==> src/design/pdtt_div.sv <==
// Bit-serial restoring divider giving the remainder of a 63-bit value by a 32-bit value.
module pdtt_div (
	input  logic        clk,
	input  logic        arst_n,
	input  logic        start,
	input  logic [62:0] dividend,
	input  logic [31:0] divisor,
	output logic        done,
	output logic [31:0] rem
);

	logic [62:0] dvd_q;
	logic [31:0] dsr_q;
	logic [31:0] rem_q;
	logic [5:0]  cnt_q;
	logic        busy_q;
	logic        done_q;
	logic [32:0] trial;
	logic [32:0] diff;

	// One quotient bit per cycle
	always_comb begin
		trial = {rem_q, dvd_q[62]};
		diff  = trial - {1'b0, dsr_q};
	end

	always_ff @(posedge clk or negedge arst_n) begin
		if (!arst_n) begin
			busy_q <= 1'b0;
			done_q <= 1'b0;
			cnt_q  <= '0;
		end else begin
			done_q <= 1'b0;
			if (start) begin
				busy_q <= 1'b1;
				cnt_q  <= '0;
			end else if (busy_q) begin
				cnt_q <= cnt_q + 6'd1;
				if (cnt_q == 6'd62) begin
					busy_q <= 1'b0;
					done_q <= 1'b1;
				end
			end
		end
	end

	always_ff @(posedge clk) begin
		if (start) begin
			dvd_q <= dividend;
			dsr_q <= divisor;
			rem_q <= '0;
		end else if (busy_q) begin
			dvd_q <= {dvd_q[61:0], 1'b0};
			rem_q <= diff[32] ? trial[31:0] : diff[31:0];
		end
	end

	assign done = done_q;
	assign rem  = rem_q;

	cnt_range_a: assert property (@(posedge clk) disable iff (!arst_n)
		busy_q |-> cnt_q <= 6'd62) else $error("divider count overrun");
	done_after_busy_a: assert property (@(posedge clk) disable iff (!arst_n)
		done_q |-> !busy_q) else $error("divider done while busy");
	start_clears_done_a: assert property (@(posedge clk) disable iff (!arst_n)
		start |=> !done_q) else $error("divider done right after start");

endmodule

==> config.mk <==
export PLATFORM = sky130hd
export DESIGN_NAME = pdtt_div
export DESIGN_NICKNAME = d
export VERILOG_FILES = /design/src/design/pdtt_div.sv
export SDC_FILE = /design/constraint.sdc
export NUM_CORES = 1
export LEC_CHECK = 0
export BUFFER_PORTS_ARGS = -buffer_cell sky130_fd_sc_hd__clkbuf_2
export CAP_MARGIN = 0
export CORE_UTILIZATION = 25
export CTS_BUF_LIST = sky130_fd_sc_hd__clkbuf_8
export DETAILED_ROUTE_END_ITERATION = 10
export GPL_TIMING_DRIVEN = 0
export HOLD_SLACK_MARGIN = 0.03
export PLACE_DENSITY = 0.41
export SLEW_MARGIN = 20
export SYNTH_ARGS = -nofsm -noshare
export SYNTH_HDL_FRONTEND = slang
export SYNTH_SLANG_ARGS = --single-unit
==> constraint.sdc <==
create_clock -name clk -period 6.7 [get_ports clk]
set_clock_uncertainty 0.05 [all_clocks]
set_input_delay 0.335 -clock clk [delete_from_list [all_inputs] [get_ports clk]]
set_output_delay 0.335 -clock clk [all_outputs]
set_load 0.05 [all_outputs]
=== Word level (Yosys, flattened, before mapping) ===
Index checks and enable logic that the tools add are counted.

* Flip-flop bits (word level): 135
* Input bits: 98
* Output and inout port bits: 33

* Add/sub/neg operators: 2
* Eq/ne operators: 1
* Mux-type cells: 11
* Reduce and logical (&&, ||, !) cells: 1

{| class="wikitable"
|+ Operators with widths
! operator !! count
|-
| $mux 63 || 2
|-
| $sub 33x32->33 || 1
|-
| $mux 32 || 1
|-
| $mux 6 || 2
|-
| $add 6x1->6 const B || 1
|-
| $eq 6x6->1 const B || 1
|-
| $mux 1 || 6
|-
| $reduce_bool 2->1 || 1
|}

=== Logic depth before layout (Yosys ltp) ===
* Depth in word-level cells: 4
* Mapped depth: 14

=== Worst setup path before layout ===
Ideal clock, no wire load.

* Kind: flip-flop to flip-flop
* Start: register rem_q[0], in the netlist rem[0]
* End: register rem_q[7], in the netlist rem[7]
* Arrival time: 3024 ps
* Required time: 6562 ps
* Slack: 3538 ps
* Stages on the path, launching flop included: 12
* Buffers on the path: 0
* Path through: dfxtp_1 -> inv_1 -> fa_1 -> nor2b_1 -> o2111ai_1 -> a21bo_1 -> a21o_1 -> a21oi_4 -> nor2_8 -> xor2_2 -> or3_1 -> a311oi_2

* Cells in the longest elaborated chain, start to end: 2

{| class="wikitable"
|+ RTL lines
! element !! RTL line !! source
|-
| start, declared || 14 || <nowiki>logic [31:0] rem_q;</nowiki>
|-
| start signal, assigned || 54 || <nowiki>rem_q <= diff[32] ? trial[31:0] : diff[31:0];</nowiki>
|-
| $sub 33x32->33 || 24 || <nowiki>diff = trial - {1'b0, dsr_q};</nowiki>
|-
| $mux 32 || 54 ||
|}

Every way passes these cells.
A chain may end at the register's enable or synchronous reset.

=== Final worst setup path ===
* Start: register dsr_q[0]
* End: register rem_q[28], in the netlist rem[28]

* Cells in the longest elaborated chain, start to end: 2

{| class="wikitable"
|+ RTL lines
! element !! RTL line !! source
|-
| start, declared || 13 || <nowiki>logic [31:0] dsr_q;</nowiki>
|-
| start signal, assigned || 50 || <nowiki>dsr_q <= divisor;</nowiki>
|-
| $sub 33x32->33 || 24 ||
|-
| $mux 32 || 54 ||
|}

Every way passes these cells.

==> impl_metrics.tcl <==
set metrics [dict create \
    crit_fanout 10 \
    reg2reg_slack_ns 3.40 \
    netlist_instances 646 \
    use_met1_pct 16.5 \
    cts_buffer_depth 2 \
    r2r_end "rem[28]$_SDFFE_PP0P_" \
    synth_edf_count 95 \
    gp_congestion 0.802 \
    die_h_um 175 \
    final_max_slew_viol_count 0 \
    grt_pass1_vias 5645 \
    cts_resized 0 \
    power_frac_comb_pct 46.2 \
    ys_warn_count 0 \
    peakVddDrop_mv 0.143 \
    synth_top_area_share_pct 38.1 \
    timing.fmax_ghz 0.303 \
    syn_area_mm2 0.00748 \
    worstMarginPinSlew_ns 0.967 \
    clock_power_share_pct 19.9 \
    hold_start "dividend[0]" \
    grt-ovfl-total 0 \
    power_density_mw_per_mm2 363 \
    internal_power_mw 1.94 \
    drc_errors 0 \
    r2r_start "dsr_q[0]$_DFFE_PP_" \
    gr-usage-all-layers_pct 13.0 \
    layout-drive-gt1-share_pct 33.0 \
    use_met2_pct 20.7 \
    min_period_over_period_pct 49.3 \
    crit_arrival_ns 3.63 \
    yosys-top-cells-area "edfxtp_1 38%, mux2_2 9.3%, dfxtp_1 8.6%" \
    swShare_pct 42.8 \
    seq_power_share_pct 34.0 \
    globalRouteMet3Util_pct 4.70 \
    start_util_pct 25.7 \
    top_usage_layer "met2" \
    clkTransAtPathRegs_ns 0.09 \
    dp_cells 1161 \
    wire_per_inst_um 15.6 \
    finalNetCount 962 \
    syn_area_per_cell_um2 11.6 \
    antenna_found_initial 1 \
    worst_setup_path_end_kind "flip-flop" \
    cts_tree "done" \
    postCtsHoldBufs 33 \
    drtIter0Drc 193 \
    die_w_um 175 \
    rows 62 \
    outcome "finished clean" \
    period_needed_ns 3.30 \
    grt_max_degree 56 \
    area_delta_synth_final_pct 25.0 \
    synthFlopType "edfxtp_1" \
    clk_latency_ns 0.46 \
    setup_tns_ns 0 \
    vias 5471 \
    core_mm2 0.0291 \
    drt_pass1_iterations 4 \
    rsz0062_at_grt "no" \
    cp.required_ns 7.02 \
    io_buffers 130 \
    post-cts-setup-buffer-count 0 \
    ys_ff_latch 135 \
    clockRootBuffer "clkbuf_8" \
    htree_levels 4 \
    async_reset_ff_share_pct 5.93 \
    io_pins 131 \
    hold_path.class "primary input to flip-flop" \
    switchingPower_mw 1.45 \
    cts_sinks 135 \
    yosysUniqueCellTypes 73 \
    leakagePower_nw 3.96 \
    place_hpwl_mm 14.1 \
    setup_viol_count_final 0 \
    instances_no_fill 1227 \
    cp-start-kind "flip-flop" \
    ff2ff_path_depth 12 \
    wl_mm 19.2 \
    synth_nets 779 \
    synth.yosys.seq_area_share_pct 49.3 \
    slew_headroom_pct 35.6 \
    dieArea_mm2 0.0306 \
    grt_pass1_wl_mm 30.6 \
    routed_via_density 4.46 \
    min_to "dvd_q[0]$_SDFFCE_PN0P_" \
    holdPathStages 2 \
    antenna_left 0 \
    hold_viol_final 0 \
    numCtsBuffers 17 \
    drv_cap 0 \
    path_class "flip-flop to flip-flop" \
    yosys.area.top_type "edfxtp_1" \
]
-- layout by cell type, fill, tap and decap left out, drive strengths merged, types with 3 or more instances in the layout --
cell type    count
or3              4
a221o            3
edfxtp          95
a211oi           4
nor2            54
dfrtp            8
nand2           67
and2             5
a31oi            7
ha              34
o21ai           18
buf             12
xnor2           19
clkinv           7
a21oi           28
dfxtp           32
a21o            22
a311oi          24
and3             7
a22oi            3
nor3b            3
o21a             7
dlygate4sd3     35
nand3            6
mux2i            3
clkbuf         160
nor2b            6
nand4            6
inv             46
xor2            11
mux2            62
nor3            10
-- cell usage after synthesis (3+ instances only) --
master    instances
nand3_1           5
a311oi_2         21
a22oi_1           3
a21oi_1          27
nor2b_1           6
a21o_1           21
nor2_1           53
nor3b_1           3
nand4_1           6
o21a_1            7
nor3_1           10
a31oi_1           6
inv_1            40
edfxtp_1         95
a311oi_1          3
and2_1            5
and3_2            3
and3_1            4
buf_6             7
o21ai_1           4
clkbuf_1         12
a211oi_1          3
xnor2_1          18
mux2_2           62
dfrtp_1           8
o21ai_0          14
ha_1             34
nand2_1          67
mux2i_1           3
xor2_1           10
dfxtp_1          32
-- power groups by stage --
stage	logic (mW)	clock network (mW)	registers, mW
2_1_floorplan	0.935	0	1.42
3_3_place_gp	1.58	0	1.18
3_5_place_dp	1.57	0	1.18
4_1_cts	1.60	0.715	1.16
5_1_grt	1.72	0.738	1.18
6_report	1.57	0.675	1.15
-- worst max-delay path by stage --
stage	cells after the start	slack (ns)	to	start
final	12	3.40	rem[28]$_SDFFE_PP0P_	dsr_q[0]$_DFFE_PP_
after global routing	12	3.19	rem[17]$_SDFFE_PP0P_	rem[0]$_SDFFE_PP0P_
after CTS	12	3.35	rem[28]$_SDFFE_PP0P_	dsr_q[0]$_DFFE_PP_
after detailed placement	13	3.39	rem[8]$_SDFFE_PP0P_	dvd_q[62]$_DFFE_PP_
after global placement	4	2.09	dvd_q[14]$_DFFE_PP_	start
after floorplan	11	3.54	rem[7]$_SDFFE_PP0P_	rem[0]$_SDFFE_PP0P_
-- layer usage --
metal / up-vias / share of wire (%)
met5: - / 0
met4: 0 / 1.1
met3: 10 / 6.9
met2: 119 / 46
met1: 2590 / 46
li1: 2752 / -
-- stage by stage --
stage | util (%) | setup WS, ns | hold slack, ns | total power [mW] | cell area, um^2
6_report | 32.2 | 3.40 | 0.107 | 3.40 | 9360
3_5_place_dp | 29.7 | 3.39 | 0.157 | 2.75 | 8650
5_1_grt | 32.2 | 3.19 | 0.0758 | 3.64 | 9350
4_1_cts | 32.2 | 3.35 | 0.0641 | 3.47 | 9350
2_1_floorplan | - | 3.54 | -0.0106 | 2.36 | 7480
3_3_place_gp | 29.6 | 2.09 | 0.159 | 2.76 | 8620
-- area by class of cell --
class / instances / area, um^2
diodes: 1 / 2.50
plain buffers: 26 / 181
clock buffers: 17 / 234
clock inverters: 15 / 144
fillers: 3068 / 19700
inverters: 40 / 153
multi-input cells: 445 / 3460
flip-flops and latches: 135 / 3690
well taps: 384 / 480
repair buffers: 164 / 1010
-- worst max-delay path: stages (launching register included) --
cell	delay, ns
edfxtp_1	0.37
ha_1	0.22
fa_1	0.41
nor2b_1	0.20
o2111ai_1	0.19
a21bo_1	0.26
a21o_1	0.22
a21oi_4	0.22
nor2_8	0.08
xnor2_4	0.41
buf_6	0.22
nand2_1	0.08
a311oi_2	0.26
-- cells by family (layout without fill, tap and decap cells) --
family                   count (synthesis)  count (layout)  synth area share (%)
other                                    0               1                     0
adder cells (fa/ha/maj)                 35              35                  5.95
flip-flops                             135             135                  49.3
AND/OR/NAND/NOR                        178             178                  11.2
multiplexers                            65              65                  9.73
AO/OA/AOI/OAI                          137             137                  15.5
buffers and inverters                   66             262                  4.43
XOR/XNOR                                30              30                  3.86
-- registers in the layout, summed over array words and instances, names as in the netlist --
register	cells
dsr_q	32
rem	32
done	1
busy_q	1
cnt_q	6
dvd_q	63
Note: power is estimated with default switching activity, not from simulation.
