### src/design/pdtt_pkg.sv
// Shared types and constants for the periodic deadline timer table.
package pdtt_pkg;

	localparam int Capacity = 16;
	localparam int CntW = (Capacity > 1) ? $clog2(Capacity) : 1;
	localparam logic [62:0] TimeMax = '1;

	typedef enum logic [2:0] {
		OP_REGISTER   = 3'd0,
		OP_UNREGISTER = 3'd1,
		OP_SET_ENABLE = 3'd2,
		OP_TICK       = 3'd3,
		OP_QUERY      = 3'd4
	} op_t;

	typedef enum logic [2:0] {
		S_IDLE,
		S_RDIV,
		S_EDIT,
		S_SCAN,
		S_TDIV,
		S_EMIT,
		S_FINAL
	} state_t;

	// One table entry as held in a cell; fired/late/sched carry a tick result
	typedef struct packed {
		logic        valid;
		logic [31:0] handle;
		logic [31:0] interval;
		logic [31:0] limit;
		logic [62:0] trig;
		logic        enabled;
		logic        fired;
		logic        late;
		logic [62:0] sched;
	} entry_t;

	// Per-cycle commands broadcast to every cell
	typedef struct packed {
		logic        rotate;
		logic        remove;
		logic        insert;
		logic        set_en;
		logic        en_val;
		logic [31:0] tgt;
	} cell_ctrl_t;

endpackage

### src/design/pdtt_cell.sv
// One table cell: holds an entry, shifts from its right neighbor, inserts and edits.
module pdtt_cell (
	input  logic                   clk,
	input  logic                   arst_n,
	input  pdtt_pkg::cell_ctrl_t   ctrl,
	input  pdtt_pkg::entry_t       nbr,
	input  pdtt_pkg::entry_t       new_ent,
	input  logic                   left_valid,
	input  logic                   match_in,
	output pdtt_pkg::entry_t       ent,
	output logic                   match_out
);

	logic             valid_q;
	logic             fired_q;
	pdtt_pkg::entry_t pay_q;
	pdtt_pkg::entry_t cur;
	pdtt_pkg::entry_t nxt;
	logic             mine;
	logic             take;
	logic             load;
	logic             hit;

	// Current entry view
	always_comb begin
		cur       = pay_q;
		cur.valid = valid_q;
		cur.fired = fired_q;
	end

	// Handle match chain: first match in table order wins
	always_comb begin
		mine      = valid_q && (pay_q.handle == ctrl.tgt) && (ctrl.tgt != 32'd0);
		match_out = match_in || mine;
		take      = ctrl.rotate || (ctrl.remove && match_out);
		load      = ctrl.insert && !valid_q && left_valid;
		hit       = ctrl.set_en && mine && !match_in;
	end

	// Next entry
	always_comb begin
		if (take) begin
			nxt = nbr;
		end else if (load) begin
			nxt = new_ent;
		end else begin
			nxt = cur;
		end
		if (hit) begin
			nxt.enabled = ctrl.en_val;
		end
	end

	always_ff @(posedge clk or negedge arst_n) begin
		if (!arst_n) begin
			valid_q <= 1'b0;
			fired_q <= 1'b0;
		end else begin
			valid_q <= nxt.valid;
			fired_q <= nxt.fired;
		end
	end

	always_ff @(posedge clk) begin
		pay_q <= nxt;
	end

	assign ent = cur;

endmodule
### config.mk
export PLATFORM = sky130hd
export DESIGN_NAME = pdtt_cell
export DESIGN_NICKNAME = d
export VERILOG_FILES = /design/src/design/pdtt_pkg.sv /design/src/design/pdtt_cell.sv
export SDC_FILE = /design/constraint.sdc
export NUM_CORES = 1
export LEC_CHECK = 0
export BUFFER_PORTS_ARGS = -buffer_cell sky130_fd_sc_hd__buf_2
export CORE_AREA = 2 2 277 279
export CTS_CLUSTER_SIZE = 24
export DETAILED_ROUTE_END_ITERATION = 6
export DIE_AREA = 0 0 279 281
export PLACE_DENSITY = 0.35
export SYNTH_ARGS = -nofsm -noshare
export SYNTH_HDL_FRONTEND = slang
export SYNTH_SLANG_ARGS = --single-unit
### constraint.sdc
create_clock -name clk -period 17.2 [get_ports clk]
set_input_delay 1.72 -clock clk [delete_from_list [all_inputs] [get_ports clk]]
set_output_delay 1.72 -clock clk [all_outputs]
set_load 0.01 [all_outputs]
# [Yosys cells after proc, flatten, opt, wreduce, memory -nomap -nowiden]
# Cells that the tools add are included.
[classes] n_eq_ne=1 muxes=3 n_reduce_logical=14
[ops] op="two-way mux 226 bit" n=2
[ops] op="== test 32 bit" n=1
[ops] op="nonzero test 32 bit" n=1
[ops] op="logical AND 1 bit" n=7
[ops] op="nonzero test 3 bit" n=1
[ops] op="zero test 1 bit" n=2
[ops] op="logical OR 1 bit" n=2
[ops] op="nonzero test 2 bit" n=1
[ops] op="two-way mux 1 bit" n=1
[totals] ff_bits=226 inputBits=493 output_inout_bits=227 elab_cells=27

# [Logic depth before layout (Yosys ltp)]
# Gate-level depths: netlist (run 1).
[depth] ltp_word=8 mapped_depth=8 mapped_depth_nobuf=6

# [Worst setup path after synthesis (run 1)]
# Ideal clock, no wire load.
[synth_timing] kind="in2reg" startpoint="input ctrl[31] in the netlist's numbering" endpoint="register pay_q (netlist bit ent[65]), enable pin" setup_ps=318 arrival_time_ps=8817 t_required_ps=16882 path_slack_ps=8065 stages=7 path_buffers=1 path_cell_list="xor2_1 -> nor4_1 -> nand3_1 -> o41ai_4 -> buf_6 -> nand2b_1 -> nand2b_1"
[synth_via] elab_chain_len=7 word_cells_on_any_way=10 classes_between="1 x eq/ne; 9 x reduce/logical"
[synth_rtl] element="from (decl)" line="pdtt_cell.sv:5" rtl="input pdtt_pkg::cell_ctrl_t ctrl,"
[synth_rtl] element="== test 32 bit" line="pdtt_cell.sv:33" rtl="mine = valid_q && (pay_q.handle == ctrl.tgt) && (ctrl.tgt != 32'd0);"
[synth_rtl] element="logical AND 1 bit" line="pdtt_cell.sv:33"
[synth_rtl] element="logical AND 1 bit *" line="pdtt_cell.sv:33"
[synth_rtl] element="logical OR 1 bit" line="pdtt_cell.sv:34" rtl="match_out = match_in || mine;"
[synth_rtl] element="logical AND 1 bit" line="pdtt_cell.sv:35" rtl="take = ctrl.rotate || (ctrl.remove && match_out);"
[synth_rtl] element="logical OR 1 bit" line="pdtt_cell.sv:35"
[synth_rtl] element="nonzero test 3 bit (no line) *"
[synth_rtl] element="to (signal assigned)" line="pdtt_cell.sv:65" rtl="pay_q <= nxt;"
[synth_rtl] element="to (decl)" line="pdtt_cell.sv:16" rtl="pdtt_pkg::entry_t pay_q;"
# Mark *: on every way between the ends. The rest lies on a longest branch, timed or not.
# A chain may end at the register's enable or synchronous reset.

==> results.yml, run 1 <==
drt:
  initialDrtViolationCount: 305
  met3_length_um: 3160
  drtAntennaViolNets: 0
  drt-met1-wl_um: 15300
  vias: 7826
  viasPerCell: 3.42
  firstDrtPassIters: 4
  met2WireLength_um: 22700
  wirelength_um: 42200
  drc: 0
  wire_per_inst_um: 18.4
  topRoutingLayerUsed: "met4"
grt:
  grt_start_max_net_pins: 71
  antenna_found_initial: 3
  grt_pass1_wl_um: 57800
  grt_pass1_vias: 8619
  grt.total_usage: 0.100
  overflow: 0
pwr:
  p_sw_frac: 0.255
  p_clk_frac: 0.395
  combPwrFrac: 0.159
  irDropWorstVdd_mv: 0.0627
  p_sw_mw: 0.395
  power.total_mw: 1.55
  powerDensity_nw_per_um2: 98.9
  intPower_mw: 1.16
  leakagePower_nw: 6.73
  p_seq_frac: 0.447
cts:
  cts-root-buf: "clkbuf_16"
  numCtsBuffers: 30
  clockBufferDepth: 3
  htreeDepth: 1
  ctsResizeCount: 0
  cts_tree: "built"
  ctsHoldBuffers: 0
  clk_latency_ns: 0.60
  clock-sinks: 226
  path_clk_slew_ns: 0.05
  post-cts-setup-buffers: 0
synthesis:
  syn-num-nets: 1048
  yosys.area.top_type: "edfxtp_1"
  synth_flop_cell: "edfxtp_1"
  synth_edf_count: 224
  synth-warning-count: 0
  ys_seq_area_frac: 0.665
  synth_cells: 555
  yosys.area.top_type_share: 0.660
  synthTopCellsByCount: "224 x edfxtp_1, 223 x mux2_2, 27 x xor2_1"
  async_flop_share: 0.00885
  synth.most_common_cell: "edfxtp_1"
  netlist_area_um2: 10200
  yosysUniqueCellTypes: 29
  synthTopCellsByArea: "edfxtp_1 66%, mux2_2 25%, xor2_1 2.3%, buf_6 2.1%, nor4_1 0.86%"
  synth_seq_cells: 226
  syn_avg_cell_area_um2: 18.4
place:
  io_buffer_count: 719
  dpl.hpwl_um: 33500
  place.gp.congestion: 0.823
  post-place-cells: 2232
run_status:
  status: "finished, final reports clean"
timing:
  finalSetupViolCount: 0
  finalClockSkew_ns: 0.0270
  fmax_ghz: 0.188
  timing.final.max_slew_violations: 0
  period_needed_ns: 5.32
  fin_crit_sh: 0.309
  slew_headroom: 0.301
  hold_violations: 0
  rsz0062_at_grt: "false"
  worst_pin_slew_ns: 1.05
  final.setup.tns_ns: 0
floorplan:
  initial_core_util: 0.135
  fp.dieH_um: 281
  rows: 101
  io_pins: 720
  dieArea_um2: 78400
  coreArea_um2: 75400
  die_w_um: 279
final_layout:
  final_net_count: 1779
  drive_gt1_frac: 0.756
  stdcell_count: 2289
  area_growth_syn_to_layout_pct: 54.2
worst_hold_path:
  min_path_type: "flip-flop to flip-flop"
flow_run:
  maxCapViolCount: 0
worst_setup_path:
  crit_type: "input port to flip-flop"
  worstPathRequired_ns: 17.54
  cp-end-kind: "flip-flop"
  cp_max_fo: 68
  startpoint_type: "input port"
  arrival_ns: 5.66
routing by layer:
metal	track usage	up-vias
li1	-	3658
met1	0.104	3765
met2	0.191	358
met3	0.0310	45
met4	0.0312	0
met5	0	-
placed cells by master (no fill, tap or decap):
cell type  Yosys  final
nor4_1        14     14
nand3b_1       1      1
nand4_1        3      3
inv_1          5      5
mux2_2       223    223
o2111a_1       2      2
dfrtp_1        2      2
o21ai_0        2      2
o21bai_1       1      1
diode_2        0      3
nand2b_1       8      7
a31oi_1        1      1
or4_1          1      1
o2111ai_2      1      1
clkinv_2       0      2
nor3_1         2      2
xor2_1        27     27
clkinv_8       0      1
a222oi_1       1      1
a21oi_1        1      1
o41ai_1        2      2
buf_2          1    719
clkbuf_1       0     10
bufinv_16      0      3
mux2i_1        2      2
edfxtp_1     224    224
clkinv_1       0      8
nand2b_4       0      1
nand2_1        2      2
buf_4          2      7
or2_2          1      1
clkbuf_16      0     30
nand3_1        1      1
o41ai_4        1      1
final timing paths:
path	startpoint	to	slack, ns	cells past startpoint
setup / recovery	ctrl[11]	ent[43]	11.88	9
setup reg to reg	ent[204]	ent[43]	12.67	8
min in group asynchronous	arst_n	fired_q	0.94	1
hold reg to reg	fired_q	fired_q	0.60	2
max in group asynchronous	arst_n	valid_q	16.14	1
hold / removal	fired_q	fired_q	0.60	2
layout make-up:
cell class	instances	area [um2]
Clock inverter	14	146
Multi-Input combinational cell	297	3100
Antenna cell	3	7.51
Clock buffer	40	788
Timing Repair Buffer	726	3650
Fill cell	8240	59700
Inverter	5	18.8
Tap cell	978	1220
Sequential cell	226	6780
power by group through the flow:
stage          combinational (mW)  clock [mW]  sequential, mW
3_3_place_gp                0.254           0           0.706
3_5_place_dp                0.253           0           0.706
4_1_cts                     0.254       0.642           0.695
6_report                    0.247       0.613           0.694
2_1_floorplan              0.0871           0           0.739
5_1_grt                     0.268       0.659           0.700
stage by stage:
step | area [um2] | hold WS, ns | util | setup WS (ns)
6_report | 15700 | 0.598 | 0.208 | 11.88
5_1_grt | 15700 | 0.677 | 0.208 | 11.65
4_1_cts | 15700 | 0.616 | 0.208 | 11.80
3_5_place_dp | 14800 | 0.606 | 0.196 | 11.14
3_3_place_gp | 14800 | 0.613 | 0.196 | 11.16
2_1_floorplan | 10200 | 0.533 | - | 8.06
critical path: stages:
cell and delay, ns:
buf_2 0.12, xor2_1 0.14, nor4_1 0.46, nand4_1 0.34, o41ai_4 0.30, buf_4 0.61, buf_4 0.58, buf_4 0.79
mux2_2 0.42
kinds of logic after synthesis:
kind of cell / count (synthesis) / synth area share
XOR/XNOR: 27 / 0.0232
AND/OR/NAND/NOR: 33 / 0.0196
AO/OA/AOI/OAI: 12 / 0.0119
buffers and inverters: 32 / 0.0317
multiplexers: 225 / 0.248
flip-flops: 226 / 0.665
sequential cells by signal, indices dropped and copies added, names as in the netlist:
register	flops
fired_q	1
ent	224
valid_q	1
Power figures use the tool's default switching activity.
==> inputs of run 2 (changes only) <==
PLACE_DENSITY = 0.36   (was 0.35)
clock period = 4.65 ns   (was 17.2 ns; I/O delays follow)
==> results.yml, run 2 (synthesized netlist as in run 1, its figures left out) <==
run_status:
  status: "finished, final reports clean"
timing:
  setup_ws_ns: 1.16
  fin_crit_sh: 0.750
  fmax_ghz: 0.287
  finalClockSkew_ns: 0.0250
  rsz0062_at_grt: "false"
  final.setup.tns_ns: 0
  hold_violations: 0
  worst_pin_slew_ns: 0.976
  timing.final.max_slew_violations: 0
  finalSetupViolCount: 0
  slew_headroom: 0.350
  period_needed_ns: 3.49
drt:
  drc: 0
  initialDrtViolationCount: 255
  wirelength_um: 41400
  firstDrtPassIters: 6
  viasPerCell: 3.43
  drtAntennaViolNets: 0
  vias: 7886
  wire_per_inst_um: 18.0
cts:
  numCtsBuffers: 30
  clk_latency_ns: 0.58
  cts_tree: "built"
  ctsResizeCount: 0
  clock-sinks: 226
  htreeDepth: 1
  cts-root-buf: "clkbuf_16"
  path_clk_slew_ns: 0.06
  clockBufferDepth: 3
worst_setup_path:
  crit_type: "flip-flop to flip-flop"
  arrival_ns: 3.81
  worstReg2RegEnd: "ent[35]"
  startpoint_type: "flip-flop"
  startpoint: "ent[204]"
  worstPathRequired_ns: 4.97
  cp_max_fo: 124
  ff2ff_path_depth: 6
  timing.rr.start: "ent[204]"
  cp-end-kind: "flip-flop"
  rrSetupSlack_ns: 1.16
  worstSetupEndpoint: "ent[35]"
place:
  place.gp.congestion: 0.824
  place_ws_ns: 0.998
  dpl.hpwl_um: 33100
  io_buffer_count: 719
final_layout:
  drive_gt1_frac: 0.761
  multi_input_area_um2: 3100
  seq_area_um2: 6780
  fill_cells: 8228
  area_growth_syn_to_layout_pct: 55.2
  largest_reg_flops: 224
  final_net_count: 1788
  mostFrequentLayoutCells: "719 x buf_2, 224 x edfxtp_1, 223 x mux2_2, 31 x clkbuf_16, 27 x xor2_1"
  final_common_cell: "buf_2"
floorplan:
  die_w_um: 279
  dieArea_um2: 78400
  initial_core_util: 0.135
  io_pins: 720
  rows: 101
  coreArea_um2: 75400
  fp.dieH_um: 281
grt:
  grt.total_usage: 0.0982
  overflow: 0
  grt_pass1_vias: 8657
  grt_pass1_wl_um: 57300
  antenna_found_initial: 6
  grt_start_max_net_pins: 125
flow_run:
  maxCapViolCount: 0
pwr:
  power.total_mw: 5.68
  irDropWorstVdd_mv: 0.225
  powerDensity_nw_per_um2: 359
  leakagePower_nw: 6.78
worst_hold_path:
  min_path_type: "input port to flip-flop"
==> run 2: cell count changes in the layout (fill, tap and decap cells not counted), sizes merged <==
cell and delta:
bufinv -2, clkinv +2, clkinvlp +3, buf +8, clkbuf -3, dlygate4sd3 +1, diode +1
==> run 2: power by group <==
group / switching (mW) / internal [mW]
registers: 0.0813 / 2.49
clock network: 0.929 / 1.26
logic: 0.458 / 0.466
total: 1.47 / 4.21
==> run 2: critical path, stage by stage, from the launching register on <==
cell and delay, ns:
edfxtp_1 0.41, xor2_1 0.19, nor4_1 0.54, nand4_1 0.39, o41ai_4 0.49, buf_12 0.41, mux2_2 0.42
==> run 2: worst min-delay path by stage <==
| stage | from | end | cells past startpoint |
|---|---|---|---|
| final | nbr[225] | valid_q | 3 |
| after global routing | nbr[64] | fired_q | 3 |
| after CTS | nbr[225] | valid_q | 3 |
| after detailed placement | arst_n | valid_q | 1 |
| after global placement | arst_n | valid_q | 1 |
| after floorplan | arst_n | fired_q | 0 |
==> run 2: timing repair <==
action | CTS | global route
buffers inserted | 0 | 0
hold buffers | 1 | 0
hold endpoints to repair | 2 | 0
==> run 2: cell type report <==
| class | instances | share of cell area |
|---|---|---|
| inverter | 5 | 0.00119 |
| clock inverter | 17 | 0.00688 |
| clock buffer | 37 | 0.0505 |
| sequential | 226 | 0.428 |
| timing repair buffer | 735 | 0.239 |
| tap | 978 | 0.0774 |
| multi-input combinational | 297 | 0.196 |
| antenna | 4 | 0.000633 |
==> run 2: metrics by stage <==
step	hold slack, ns	cell area (um2)	std cells	utilization
global placement	0.282	14900	2240	0.197
CTS	0.0659	15800	2295	0.210
detailed placement	0.285	14900	2240	0.197
finish	0.116	15800	2299	0.210
floorplan	0.169	10200	555	-
global route	0.0820	15800	2299	0.210
==> run 2: layer usage <==
layer,up-vias,share of wire,track usage
li1,3679,-,-
met1,3780,0.37,0.107
met2,369,0.54,0.184
met3,58,0.068,0.0233
met4,0,0.025,0.0343
met5,-,0,0
==> inputs of run 3 (changes only) <==
clock period = 3.2 ns   (was 4.65 ns; I/O delays follow)
==> results.yml, run 3 (synthesized netlist as in run 1, its figures left out) <==
run_status:
  status: "finished, final reports clean"
cts:
  clockBufferDepth: 3
  clk_latency_ns: 0.59
  clock-sinks: 226
  post-cts-setup-buffers: 0
  htreeDepth: 1
  numCtsBuffers: 29
  path_clk_slew_ns: 0.06
  cts_tree: "built"
  cts-root-buf: "clkbuf_16"
place:
  place_ws_ns: 0.0477
  dpl.hpwl_um: 33900
  place.gp.congestion: 0.826
  io_buffer_count: 719
timing:
  worst_pin_slew_ns: 0.458
  timing.final.max_slew_violations: 0
  hold_ws_ns: 0.0493
  slew_headroom: 0.692
  finalSetupViolCount: 0
  hold_violations: 0
  setup_ws_ns: 0.208
  rsz0062_at_grt: "false"
  finalClockSkew_ns: 0.0230
  fmax_ghz: 0.334
  period_needed_ns: 2.99
  fin_crit_sh: 0.935
grt:
  grt.total_usage: 0.103
  groute.layer.met1.usage: 0.110
  grt_start_max_net_pins: 47
  grt_busiest_layer: "met2"
  met3_usage: 0.0314
  antenna_found_initial: 3
  grt_pass1_wl_um: 60800
  overflow: 0
  use_met2: 0.189
  grt_pass1_vias: 10073
worst_setup_path:
  cp-end-kind: "flip-flop"
  startpoint_type: "flip-flop"
  crit_path_cell_trace: "xor2_1 -> nor4_2 -> nand3_1 -> o41ai_4 -> buf_12 -> nand2b_4 -> buf_12 -> buf_12"
  arrival_ns: 3.28
  cp_max_fo: 32
  slowest_delay_ns: 0.50
  path_common_cell: "buf_12"
  path_buf_inv: 3
  worstPathRequired_ns: 3.49
  cp_slowest_cell: "o41ai_4"
  crit_cells: 8
  crit_type: "flip-flop to flip-flop"
  cp_top_family: "simple AND/OR/NAND/NOR gates"
  ff2ff_path_depth: 8
pwr:
  intPower_mw: 6.36
  leakagePower_nw: 8.12
  p_sw_frac: 0.259
  powerDensity_nw_per_um2: 454
  combPwrFrac: 0.198
  power.total_mw: 8.59
  p_seq_frac: 0.434
  p_sw_mw: 2.22
  p_clk_frac: 0.368
  irDropWorstVdd_mv: 0.343
final_layout:
  drive_gt1_frac: 0.636
  area_growth_syn_to_layout_pct: 85.8
  final_common_cell: "buf_2"
  mostFrequentLayoutCells: "719 x buf_2, 283 x dlygate4sd3_1, 224 x edfxtp_1, 223 x mux2_2, 32 x buf_4"
  final_net_count: 2097
  largest_reg_flops: 224
floorplan:
  die_w_um: 279
  coreArea_um2: 75400
  io_pins: 720
  dieArea_um2: 78400
  rows: 101
  initial_core_util: 0.135
  fp.dieH_um: 281
drt:
  wirelength_um: 43300
  drtAntennaViolNets: 0
  drc: 0
  firstDrtPassIters: 4
  initialDrtViolationCount: 283
  wire_per_inst_um: 16.6
  viasPerCell: 3.47
  vias: 9046
worst_hold_path:
  min_path_type: "input port to flip-flop"
  whs_path_depth: 2
flow_run:
  maxCapViolCount: 0
[run 3: cell types whose count changed in the layout (fill, tap and decap cells not counted), moves of 2 or more]
| cell | previous run | this run |
|---|---|---|
| nor4_1 | 14 | 11 |
| buf_12 | 5 | 11 |
| nor4_2 | 0 | 3 |
| dlygate4sd3_1 | 1 | 283 |
| clkbuf_1 | 6 | 4 |
| clkinvlp_4 | 3 | 1 |
| buf_4 | 10 | 32 |
| clkbuf_16 | 31 | 29 |
| clkinv_2 | 6 | 9 |
[run 3: repair_timing]
item                                    4_1_cts  5_1_grt
hold buffers                                283        0
gates resized for setup                       0        3
endpoints found under the setup margin        0      272
hold endpoints to repair                    159        0
[run 3: worst paths after layout]
| kind | startpoint | slack, ns | to |
|---|---|---|---|
| max in group asynchronous | arst_n | 3.00 | valid_q |
| worst max register to register | ent[214] | 0.21 | ent[109] |
| min in group asynchronous | arst_n | 0.08 | fired_q |
| worst min register to register | fired_q | 0.57 | fired_q |
| worst min-delay path | nbr[108] | 0.05 | ent[108] |
| worst max-delay path | ent[214] | 0.21 | ent[109] |
[run 3: power by group through the flow]
stage | logic [mW] | clock network, mW | registers (mW)
3_3_place_gp | 1.45 | 0 | 3.79
2_1_floorplan | 0.470 | 0 | 3.93
5_1_grt | 1.84 | 3.40 | 3.75
6_report | 1.70 | 3.16 | 3.72
4_1_cts | 1.73 | 3.31 | 3.73
3_5_place_dp | 1.44 | 0 | 3.79
[run 3: routing by layer]
layer / vias up / part of all wire
met5: - / 0.00030
met4: 2 / 0.036
met3: 71 / 0.076
met2: 396 / 0.52
met1: 4274 / 0.37
li1: 4303 / -
[run 3: area by class of cell]
type	count	area, um2
Sequential cell	226	6780
Clock buffer	33	741
Inverter	5	18.8
Antenna cell	3	7.51
Timing Repair Buffer	1045	6890
Fill cell	7929	56500
Clock inverter	21	151
Tap cell	978	1220
Multi-Input combinational cell	297	3120
[run 3: worst register-to-register path, delay by kind of cell, from the launching register on]
family,cells,cell delay (ns)
and+or+nand+nor,3,0.76
DFF,1,0.48
buffers and inverters,3,0.75
xor gates and xnor gates,1,0.19
AOI/OAI and AO/OA,1,0.50
[run 3: metrics by stage]
stage | instance area [um2] | TNS, ns | utilization | instances
after floorplan | 10200 | -124.16 | - | 555
after global placement | 15200 | 0 | 0.201 | 2268
after detailed placement | 15200 | 0 | 0.201 | 2268
after CTS | 18900 | 0 | 0.251 | 2605
after global routing | 18900 | 0 | 0.251 | 2607
final | 18900 | 0 | 0.251 | 2608
